<file path="config.mk">
export PLATFORM = sky130hd
export DESIGN_NAME = sample_mean_variance_stddev_core
export DESIGN_NICKNAME = d
export VERILOG_FILES = /design/src/hw/rtl/smvs_pkg.sv /design/src/hw/rtl/sample_mean_variance_stddev_core.sv /design/src/hw/rtl/smvs_dp.sv /design/src/hw/rtl/smvs_ctrl.sv
export SDC_FILE = /design/constraint.sdc
export NUM_CORES = 2
export LEC_CHECK = 0
export ABC_CLOCK_PERIOD_IN_PS = 7000
export BUFFER_PORTS_ARGS = -buffer_cell sky130_fd_sc_hd__buf_4
export CAP_MARGIN = 5
export CORE_ASPECT_RATIO = 0.9
export CORE_MARGIN = 8
export CORE_UTILIZATION = 55
export DETAILED_ROUTE_END_ITERATION = 16
export GPL_TIMING_DRIVEN = 0
export PLACE_DENSITY = 0.74
export SYNTH_ARGS = -nofsm -noshare
export SYNTH_HDL_FRONTEND = slang
export SYNTH_SLANG_ARGS = --single-unit
</file>
<file path="constraint.sdc">
create_clock -name clk -period 7 [get_ports clk]
set_clock_uncertainty 0.2 [all_clocks]
set_input_delay 0.35 -clock clk [delete_from_list [all_inputs] [get_ports clk]]
set_output_delay 0.35 -clock clk [all_outputs]
set_load 0.02 [all_outputs]
</file>
<file path="src/hw/rtl/smvs_pkg.sv">
// shared types and constants of the set statistics core
`default_nettype none

package smvs_pkg;

	// field widths of the stream beats
	localparam int unsigned SampleW  = 16;
	localparam int unsigned MeanW    = 20;
	localparam int unsigned VarW     = 38;
	localparam int unsigned SdW      = 19;
	localparam int unsigned STdataW  = 16;
	localparam int unsigned MTdataW  = 80;
	localparam int unsigned MPadW    = MTdataW - MeanW - VarW - SdW;

	// controller to datapath commands
	typedef struct packed {
		logic load_sample;
		logic accumulate;
		logic square_sum;
		logic form_var;
		logic root_step;
		logic load_out;
	} smvs_cmd_t;

	// datapath to controller status
	typedef struct packed {
		logic last_in_set;
		logic root_done;
	} smvs_sts_t;

endpackage

`default_nettype wire

</file>
<file path="src/hw/rtl/sample_mean_variance_stddev_core.sv">
// top level of the set statistics core: mean, variance and standard deviation per set
`default_nettype none

// Groups the incoming sample stream into consecutive sets of SET_SIZE samples
// (a power of two) and sends one result beat per set. With k = log2(SET_SIZE):
// mean_scaled is the set's sum (mean with k fraction bits), variance_scaled is
// SET_SIZE * sum of squares - sum^2 (population variance with 2k fraction
// bits), stddev_scaled is the floor square root of that (deviation with k
// fraction bits). Sample bits above SAMPLE_WIDTH are ignored. Each sample beat
// is captured, then goes through one multiply-accumulate. After the last sample
// of a set come sum squaring, variance subtract, a square root that resolves
// one result bit per cycle, and the handoff into the output register.
// The result sits in an output register until it is taken; the next set's
// samples are accepted meanwhile, and only a second finished set waits for it.

module sample_mean_variance_stddev_core #(
	parameter int unsigned SET_SIZE     = 16,
	parameter int unsigned SAMPLE_WIDTH = 16
) (
	input  wire                              clk,
	input  wire                              arst_n,
	// sample input stream
	input  wire                              s_tvalid,
	output logic                             s_tready,
	input  wire  [smvs_pkg::STdataW-1:0]     s_tdata,   // [15:0] sample
	// result output stream
	output logic                             m_tvalid,
	input  wire                              m_tready,
	output logic [smvs_pkg::MTdataW-1:0]     m_tdata    // [19:0] mean_scaled,
	                                                    // [57:20] variance_scaled,
	                                                    // [76:58] stddev_scaled,
	                                                    // [79:77] zero
);
	import smvs_pkg::*;

	smvs_cmd_t        cmd;
	smvs_sts_t        sts;
	logic [MeanW-1:0] mean_scaled;
	logic [VarW-1:0]  variance_scaled;
	logic [SdW-1:0]   stddev_scaled;

	// state machine: one set at a time, handoff through the output register
	smvs_ctrl u_ctrl (
		.clk      (clk),
		.arst_n   (arst_n),
		.s_tvalid (s_tvalid),
		.s_tready (s_tready),
		.m_tvalid (m_tvalid),
		.m_tready (m_tready),
		.cmd      (cmd),
		.sts      (sts)
	);

	// sums, variance, square root and result registers
	smvs_dp #(
		.SET_SIZE     (SET_SIZE),
		.SAMPLE_WIDTH (SAMPLE_WIDTH)
	) u_dp (
		.clk             (clk),
		.arst_n          (arst_n),
		.sample          (s_tdata[SampleW-1:0]),
		.cmd             (cmd),
		.sts             (sts),
		.mean_scaled     (mean_scaled),
		.variance_scaled (variance_scaled),
		.stddev_scaled   (stddev_scaled)
	);

	// pack result fields, lowest field first
	assign m_tdata = {{MPadW{1'b0}}, stddev_scaled, variance_scaled, mean_scaled};

endmodule

`default_nettype wire

</file>
<file path="src/hw/rtl/smvs_dp.sv">
// datapath: running sums, variance and bit-serial square root
`default_nettype none

module smvs_dp #(
	parameter int unsigned SET_SIZE     = 16,
	parameter int unsigned SAMPLE_WIDTH = 16
) (
	input  wire                         clk,
	input  wire                         arst_n,
	input  wire  [smvs_pkg::SampleW-1:0] sample,
	input  wire  smvs_pkg::smvs_cmd_t   cmd,
	output smvs_pkg::smvs_sts_t         sts,
	output logic [smvs_pkg::MeanW-1:0]  mean_scaled,
	output logic [smvs_pkg::VarW-1:0]   variance_scaled,
	output logic [smvs_pkg::SdW-1:0]    stddev_scaled
);
	import smvs_pkg::*;

	localparam int unsigned K      = $clog2(SET_SIZE);
	localparam int unsigned CNT_W  = (K < 1) ? 1 : K;
	localparam int unsigned SW     = SAMPLE_WIDTH;
	localparam int unsigned SUM_W  = SW + K;
	localparam int unsigned SQ_W   = 2 * SW + K;
	localparam int unsigned V_W    = 2 * SW + 2 * K;
	localparam int unsigned ROOT_W = SW + K;
	localparam int unsigned REM_W  = ROOT_W + 2;
	localparam int unsigned STEP_W = $clog2(ROOT_W);

	logic [SW-1:0]     smp_q;
	logic [CNT_W-1:0]  cnt_q;
	logic [SUM_W-1:0]  sum_q;
	logic [SQ_W-1:0]   sumsq_q;
	logic [V_W-1:0]    sum2_q;
	logic [V_W-1:0]    var_q;
	logic [V_W-1:0]    rad_q;
	logic [REM_W-1:0]  rem_q;
	logic [ROOT_W-1:0] root_q;
	logic [STEP_W-1:0] step_q;

	logic [2*SW-1:0]   prod;
	logic [V_W-1:0]    sum_sq;
	logic [REM_W-1:0]  rem_next;
	logic [REM_W-1:0]  trial;
	logic              fits;

	assign prod     = smp_q * smp_q;
	assign sum_sq   = V_W'(sum_q) * V_W'(sum_q);
	assign rem_next = {rem_q[REM_W-3:0], rad_q[V_W-1 -: 2]};
	assign trial    = {root_q, 2'b01};
	assign fits     = rem_next >= trial;

	assign sts.last_in_set = (cnt_q == CNT_W'(SET_SIZE - 1));
	assign sts.root_done   = (step_q == STEP_W'(ROOT_W - 1));

	always_ff @(posedge clk or negedge arst_n) begin
		if (!arst_n) begin
			cnt_q   <= '0;
			sum_q   <= '0;
			sumsq_q <= '0;
		end else if (cmd.load_out) begin
			cnt_q   <= '0;
			sum_q   <= '0;
			sumsq_q <= '0;
		end else if (cmd.accumulate) begin
			cnt_q   <= cnt_q + CNT_W'(1);
			sum_q   <= sum_q + SUM_W'(smp_q);
			sumsq_q <= sumsq_q + SQ_W'(prod);
		end
	end

	always_ff @(posedge clk) begin
		if (cmd.load_sample) begin
			smp_q <= SW'(sample);
		end
		if (cmd.square_sum) begin
			sum2_q <= sum_sq;
		end
		if (cmd.form_var) begin
			var_q  <= (V_W'(sumsq_q) << K) - sum2_q;
			rad_q  <= (V_W'(sumsq_q) << K) - sum2_q;
			rem_q  <= '0;
			root_q <= '0;
			step_q <= '0;
		end else if (cmd.root_step) begin
			rad_q  <= rad_q << 2;
			step_q <= step_q + STEP_W'(1);
			if (fits) begin
				rem_q  <= rem_next - trial;
				root_q <= {root_q[ROOT_W-2:0], 1'b1};
			end else begin
				rem_q  <= rem_next;
				root_q <= {root_q[ROOT_W-2:0], 1'b0};
			end
		end
		if (cmd.load_out) begin
			mean_scaled     <= MeanW'(sum_q);
			variance_scaled <= VarW'(var_q);
			stddev_scaled   <= SdW'(root_q);
		end
	end

endmodule

`default_nettype wire

</file>
<file path="src/hw/rtl/smvs_ctrl.sv">
// controller: sequences sample intake, set close-out and result handoff
`default_nettype none

module smvs_ctrl (
	input  wire                  clk,
	input  wire                  arst_n,
	input  wire                  s_tvalid,
	output logic                 s_tready,
	output logic                 m_tvalid,
	input  wire                  m_tready,
	output smvs_pkg::smvs_cmd_t  cmd,
	input  wire smvs_pkg::smvs_sts_t sts
);
	import smvs_pkg::*;

	localparam logic [2:0] ST_IDLE = 3'd0;
	localparam logic [2:0] ST_ACC  = 3'd1;
	localparam logic [2:0] ST_SQR  = 3'd2;
	localparam logic [2:0] ST_VAR  = 3'd3;
	localparam logic [2:0] ST_ROOT = 3'd4;
	localparam logic [2:0] ST_DONE = 3'd5;

	logic [2:0] state_q;
	logic [2:0] state_d;
	logic       out_valid_q;

	always_comb begin
		state_d  = state_q;
		cmd      = '0;
		s_tready = 1'b0;
		unique case (state_q)
			ST_IDLE: begin
				s_tready = 1'b1;
				if (s_tvalid) begin
					cmd.load_sample = 1'b1;
					state_d         = ST_ACC;
				end
			end
			ST_ACC: begin
				cmd.accumulate = 1'b1;
				state_d        = sts.last_in_set ? ST_SQR : ST_IDLE;
			end
			ST_SQR: begin
				cmd.square_sum = 1'b1;
				state_d        = ST_VAR;
			end
			ST_VAR: begin
				cmd.form_var = 1'b1;
				state_d      = ST_ROOT;
			end
			ST_ROOT: begin
				cmd.root_step = 1'b1;
				if (sts.root_done) begin
					state_d = ST_DONE;
				end
			end
			ST_DONE: begin
				if (!out_valid_q || m_tready) begin
					cmd.load_out = 1'b1;
					state_d      = ST_IDLE;
				end
			end
			default: begin
				state_d = ST_IDLE;
			end
		endcase
	end

	always_ff @(posedge clk or negedge arst_n) begin
		if (!arst_n) begin
			state_q     <= ST_IDLE;
			out_valid_q <= 1'b0;
		end else begin
			state_q <= state_d;
			if (cmd.load_out) begin
				out_valid_q <= 1'b1;
			end else if (m_tready) begin
				out_valid_q <= 1'b0;
			end
		end
	end

	assign m_tvalid = out_valid_q;

endmodule

`default_nettype wire

</file>
### Word level (Yosys, flattened, before mapping)

Cells that the tools add are included.

* logic and storage cells: 67
* bits in registers: 320

* add/sub/neg operators: 6
* order comparisons: 1
* reductions and logical operators: 7
* eq/ne operators: 10
* multipliers: 2
* muxes and demuxes: 26

Operator list (count)
* $mux W40: 2
* $mux W36: 2
* $mux W20: 3
* $mul A20 B20 Y40: 1
* $sub A40 B40 Y40: 1
* $add A36 B32 Y36: 1
* $mul A16 B16 Y32: 1
* $ge A22 B22 Y1: 1
* $add A20 B16 Y20: 1
* $sub A20 B20 Y20: 1
* $pmux W3 S6: 1
* $mux W1: 12
* $mux W3: 3
* $mux W4: 2
* $eq A3 B2 Y1 const B: 2
* $eq A3 B3 Y1 const B: 2
* $reduce_bool A2 Y1: 3
* $add A5 B1 Y5 const B: 1
* $eq A5 B5 Y1 const B: 1
* $add A4 B1 Y4 const B: 1
* $eq A4 B4 Y1 const B: 1
* $ne A2 B2 Y1 const B: 2
* $eq A3 B1 Y1 const B: 1
* $logic_not A3 Y1: 1
* other kinds (5): 5

### Longest topological paths before layout

* depth in word-level cells: 5
* mapped depth: 27
* depth with buffers taken out: 25

### Hierarchy

Synthesis repeated with hierarchy kept, for this count alone.

* cell total of the unflattened synthesis: 3566
* area total of the unflattened synthesis: 35258.8 µm²

Modules (own cells, without submodules)
* smvs_dp: area an instance 35017.3 µm², cells an instance 3538, sequential area each 8618.3 µm², times used 1
* smvs_ctrl: area an instance 215.2 µm², cells an instance 24, sequential area each 100.1 µm², times used 1
* sample_mean_variance_stddev_core: area an instance 26.3 µm², cells an instance 4, sequential area each 0.0 µm², times used 1

### Worst setup path after synthesis

No wires, ideal clock.

* kind: register to register
* from: register u_dp.sum_q[4]
* to: register u_dp.sum2_q[33], data pin
* data required time: 6542 ps
* period minus slack after synthesis: 7326 ps
* path buffers: 3
* library setup time: 258 ps
* stages on the path, launching flop included: 25
* path slack: -326 ps
* arrival time: 6868 ps
* cells stage by stage: dfrtp_1 > clkbuf_1 > clkbuf_1 > nand2_1 > fa_1 > inv_1 > fa_1 > fa_1 > fa_1 > inv_1 > fa_1 > inv_1 > fa_1 > fa_1 > ha_1 > buf_6 > a21o_1 > a21o_1 > a2111oi_2 > o21ai_1 > a21oi_2 > o21ai_2 > a31o_2 > a311o_1 > xnor2_1

* cells in the longest elaborated chain, start to end: 1

RTL lines
* start: declaration: RTL line smvs_dp.sv:31 `logic [SUM_W-1:0] sum_q;`
* start signal: assignment: RTL line smvs_dp.sv:66 `sum_q <= sum_q + SUM_W'(smp_q);`
* $mul A20 B20 Y40: RTL line smvs_dp.sv:47 `assign sum_sq = V_W'(sum_q) * V_W'(sum_q);`
* net u_dp.sum_sq[33]: RTL line smvs_dp.sv:41 `logic [V_W-1:0] sum_sq;`
* end signal: assignment: RTL line smvs_dp.sv:76 `sum2_q <= sum_sq;`
* end: declaration: RTL line smvs_dp.sv:33 `logic [V_W-1:0] sum2_q;`

The timed path passes the listed nets, and every way through them passes these cells.
A chain may end at the register's enable or synchronous reset.

### Final worst setup path

* from: register u_dp.sum_q[9]
* to: register u_dp.sum2_q[32], data pin

The elaborated chain is that of the path after synthesis.

==> impl_metrics.tcl <==
set metrics [dict create \
    regToRegSetupSlack_ns -0.13 \
    final_common_cell "inv_1" \
    fin_util 0.6309 \
    cts.clk_slew.worst_paths_ns 0.07 \
    avgRoutedWirePerCell_um 19.44 \
    ant_nets 0 \
    synth_area_mm2 0.03457 \
    cts_sinks 316 \
    dieWidth_um 280.3 \
    tightest_slew_ns 1.291 \
    clk_root_buffer_cell "clkbuf_16" \
    drt_iter0_drc 1977 \
    path_common_cell "fa_1" \
    io_pins 102 \
    grt_overflow 0 \
    required_ns 7.10 \
    clock_path_buffers 3 \
    synth_seq_cells 316 \
    avgSynthCellArea_um2 9.782 \
    port_buffers 98 \
    clock_latency_ns 0.58 \
    synth_seq_area_share 0.2522 \
    ys.flop_type "edfxtp_1" \
    synth_warnings 0 \
    cts_max_level 2 \
    viasPerCell 5.517 \
    cp_max_fo 10 \
    layout_setup_ws_ns -0.1319 \
    drtPass1Iterations 5 \
    placed_cell_area_mm2 0.03651 \
    stdcell_area_mm2 0.03935 \
    max_stage_delay_ns 0.55 \
    drive_gt1_frac 0.1132 \
    path_cells "buf_4 -> and2_4 -> fa_1 -> fa_1 -> inv_1 -> fa_1 -> inv_1 -> fa_1 -> fa_1 -> fa_1 -> fa_1 -> ha_4 -> o41ai_4 -> a21oi_4 -> o31a_1 -> o21ai_4 -> o21ai_2 -> and4b_1 -> or4_4" \
    gp_congestion 0.9551 \
    rows 87 \
    worstSetupEndpointType "flip-flop" \
    grt_max_degree 86 \
    period_share 1.019 \
    wl_met1_um 36620 \
    antenna_found_initial 4 \
    fmax_mhz 140.2 \
    place_hpwl_um 69030 \
    routed_wl_um 90280 \
    async_flop_share 0.2025 \
    maxCapViolCount 0 \
    slew_violations 0 \
    cpMaxStageDelayCell "fa_1" \
    mostFrequentLayoutCells "771 x inv_1, 472 x fa_1, 389 x nand2_1" \
    synth_edf_count 207 \
    dr_wl_met2_um 40260 \
    hold_violations 0 \
    grt_pass1_vias 26020 \
    initial_core_util 0.5542 \
    hold_path_class "reg2reg" \
    ys_types 95 \
    critPathKind "reg2reg" \
    syn_to_final_growth_pct 13.83 \
    arrival_ns 7.23 \
    rsz0062_at_grt "true" \
    grt_pass1_wl_um 141200 \
    setup_viol 2 \
    status "complete, but fails checks" \
    dr_wl_met3_um 9454 \
    gr-usage-all-layers 0.2566 \
    cts_buffers 38 \
    synthCells 3534 \
    cts_tree "done" \
    cp-start-kind "flip-flop" \
    min_period_ns 7.132 \
    violations "negative setup slack" \
    drc_errors 0 \
    core-area_mm2 0.06237 \
    max_slew_margin 0.1393 \
    die_area_mm2 0.07114 \
    highest_layer "met5" \
    fillers 5008 \
    layout.nets 4599 \
    vias 25630 \
    dieHeight_um 253.8 \
]
## critical path, delay by kind of cell, from the launching register on
kind | cells | cell delay, ns
and+or+nand+nor | 3 | 0.89
adders and majority gates | 8 | 3.68
DFF | 1 | 0.46
buffers and inverters | 3 | 0.32
AOI/OAI and AO/OA | 5 | 1.29
## worst paths after layout
kind / startpoint / end / depth (start not counted)
worst min register to register: u_dp.var_q[13]$_DFFE_PP_ / u_dp.variance_scaled[13]$_DFFE_PP_ / 0
worst max register to register: u_dp.sum_q[9]$_DFFE_PN0P_ / u_dp.sum2_q[32]$_DFFE_PP_ / 19
worst min-delay path: u_dp.var_q[13]$_DFFE_PP_ / u_dp.variance_scaled[13]$_DFFE_PP_ / 0
max in group asynchronous: arst_n / u_dp.sum_q[16]$_DFFE_PN0P_ / 2
min in group asynchronous: arst_n / u_ctrl.m_tvalid$_DFFE_PN0P_ / 2
worst max-delay path: u_dp.sum_q[9]$_DFFE_PN0P_ / u_dp.sum2_q[32]$_DFFE_PP_ / 19
## cells in the mapped netlist, types with 4 or more instances
| master | n | area [um2] |
|---|---|---|
| xnor2_1 | 81 | 709.4 |
| o21a_1 | 16 | 120.1 |
| buf_4 | 5 | 37.54 |
| a21o_1 | 82 | 615.6 |
| clkbuf_1 | 92 | 345.3 |
| a31oi_1 | 19 | 118.9 |
| dfxtp_1 | 45 | 900.9 |
| o21ai_0 | 105 | 525.5 |
| nor2_1 | 118 | 442.9 |
| xor2_1 | 72 | 630.6 |
| o21ai_1 | 27 | 135.1 |
| and2_1 | 111 | 694.4 |
| a221oi_1 | 4 | 35.03 |
| nor3_1 | 32 | 160.2 |
| o22ai_1 | 26 | 162.7 |
| or3_1 | 4 | 25.02 |
| and3_1 | 14 | 87.58 |
| dfrtp_1 | 64 | 1602 |
| a211oi_1 | 20 | 150.1 |
| mux2_2 | 11 | 123.9 |
| fa_1 | 475 | 9509 |
| a311oi_1 | 5 | 43.79 |
| nand2b_1 | 17 | 106.4 |
| o21bai_1 | 18 | 135.1 |
| nand2_1 | 401 | 1505 |
| buf_2 | 6 | 30.03 |
| a22o_1 | 7 | 61.31 |
| edfxtp_1 | 207 | 6216 |
| o31ai_1 | 9 | 67.56 |
| or2_2 | 5 | 31.28 |
| ha_1 | 335 | 4192 |
| nor2b_1 | 22 | 137.6 |
| mux2i_1 | 12 | 120.1 |
| a21oi_1 | 121 | 605.6 |
| nand4_1 | 20 | 125.1 |
| inv_1 | 777 | 2917 |
| buf_1 | 10 | 37.54 |
| a31o_2 | 6 | 52.55 |
| o211ai_1 | 9 | 67.56 |
| nand3_1 | 49 | 245.2 |
## sequential cells by signal, indices dropped and copies added (netlist names), 3 cells and up
| register | flops |
|---|---|
| u_dp.mean_scaled | 20 |
| u_dp.var_q | 37 |
| u_dp.step_q | 5 |
| u_dp.variance_scaled | 37 |
| u_dp.stddev_scaled | 19 |
| u_ctrl.state_q | 3 |
| u_dp.rem_q | 20 |
| u_dp.root_q | 20 |
| u_dp.cnt_q | 4 |
| u_dp.sum_q | 20 |
| u_dp.rad_q | 39 |
| u_dp.smp_q | 16 |
| u_dp.sum2_q | 39 |
| u_dp.sumsq_q | 36 |
## through the flow
stage          cells  hold slack, ns  setup WS, ns   TNS, ns
6_report        4645          0.2154       -0.1319   -0.1500
5_1_grt         4644          0.2223       -0.3131    -1.050
4_1_cts         4624          0.2175       -0.2492   -0.6632
3_5_place_dp    4483          0.2045        -1.359    -26.23
3_3_place_gp    4479          0.2014        -1.394    -24.86
2_1_floorplan   3536         -0.1456      -0.03010  -0.03010
## cell families after synthesis
family / synth area share
mux: 0.007384
compound gates: 0.09863
xor+xnor: 0.03876
simple gates: 0.1087
flops: 0.2522
buf+inv: 0.09784
other cells: 0.0001085
fa+ha+maj: 0.3963
## layout make-up
class | count | area [um2] | area share
inverters | 778 | 2938 | 0.07466
multi-input cells | 2328 | 22870 | 0.5812
clock inverters | 25 | 315.3 | 0.008013
diodes | 1 | 2.502 | 0.00006359
clock buffers | 45 | 998.5 | 0.02537
flip-flops and latches | 316 | 8743 | 0.2222
well taps | 845 | 1057 | 0.02687
plain buffers | 109 | 790.8 | 0.02010
repair buffers | 198 | 1635 | 0.04156
## per-layer routing
layer  up-vias  GRT usage
li1      11760          -
met1     12580     0.3398
met2      1069     0.4035
met3       213    0.06351
met4         4     0.1050
met5         -          0
## timing repair
| item | 4_1_cts | 5_1_grt |
|---|---|---|
| pin swaps | 24 | 43 |
| hold buffers | 19 | 0 |
| setup buffers | 55 | 22 |
| gates cloned | 0 | 0 |
| resized for setup | 131 | 114 |
| endpoints found under the setup margin | 41 | 22 |
| hold endpoints to repair | 82 | 0 |
Power is left out: the tool's default activity adds up to more than one toggle a clock period on the data nets, which glitch-free logic cannot reach.
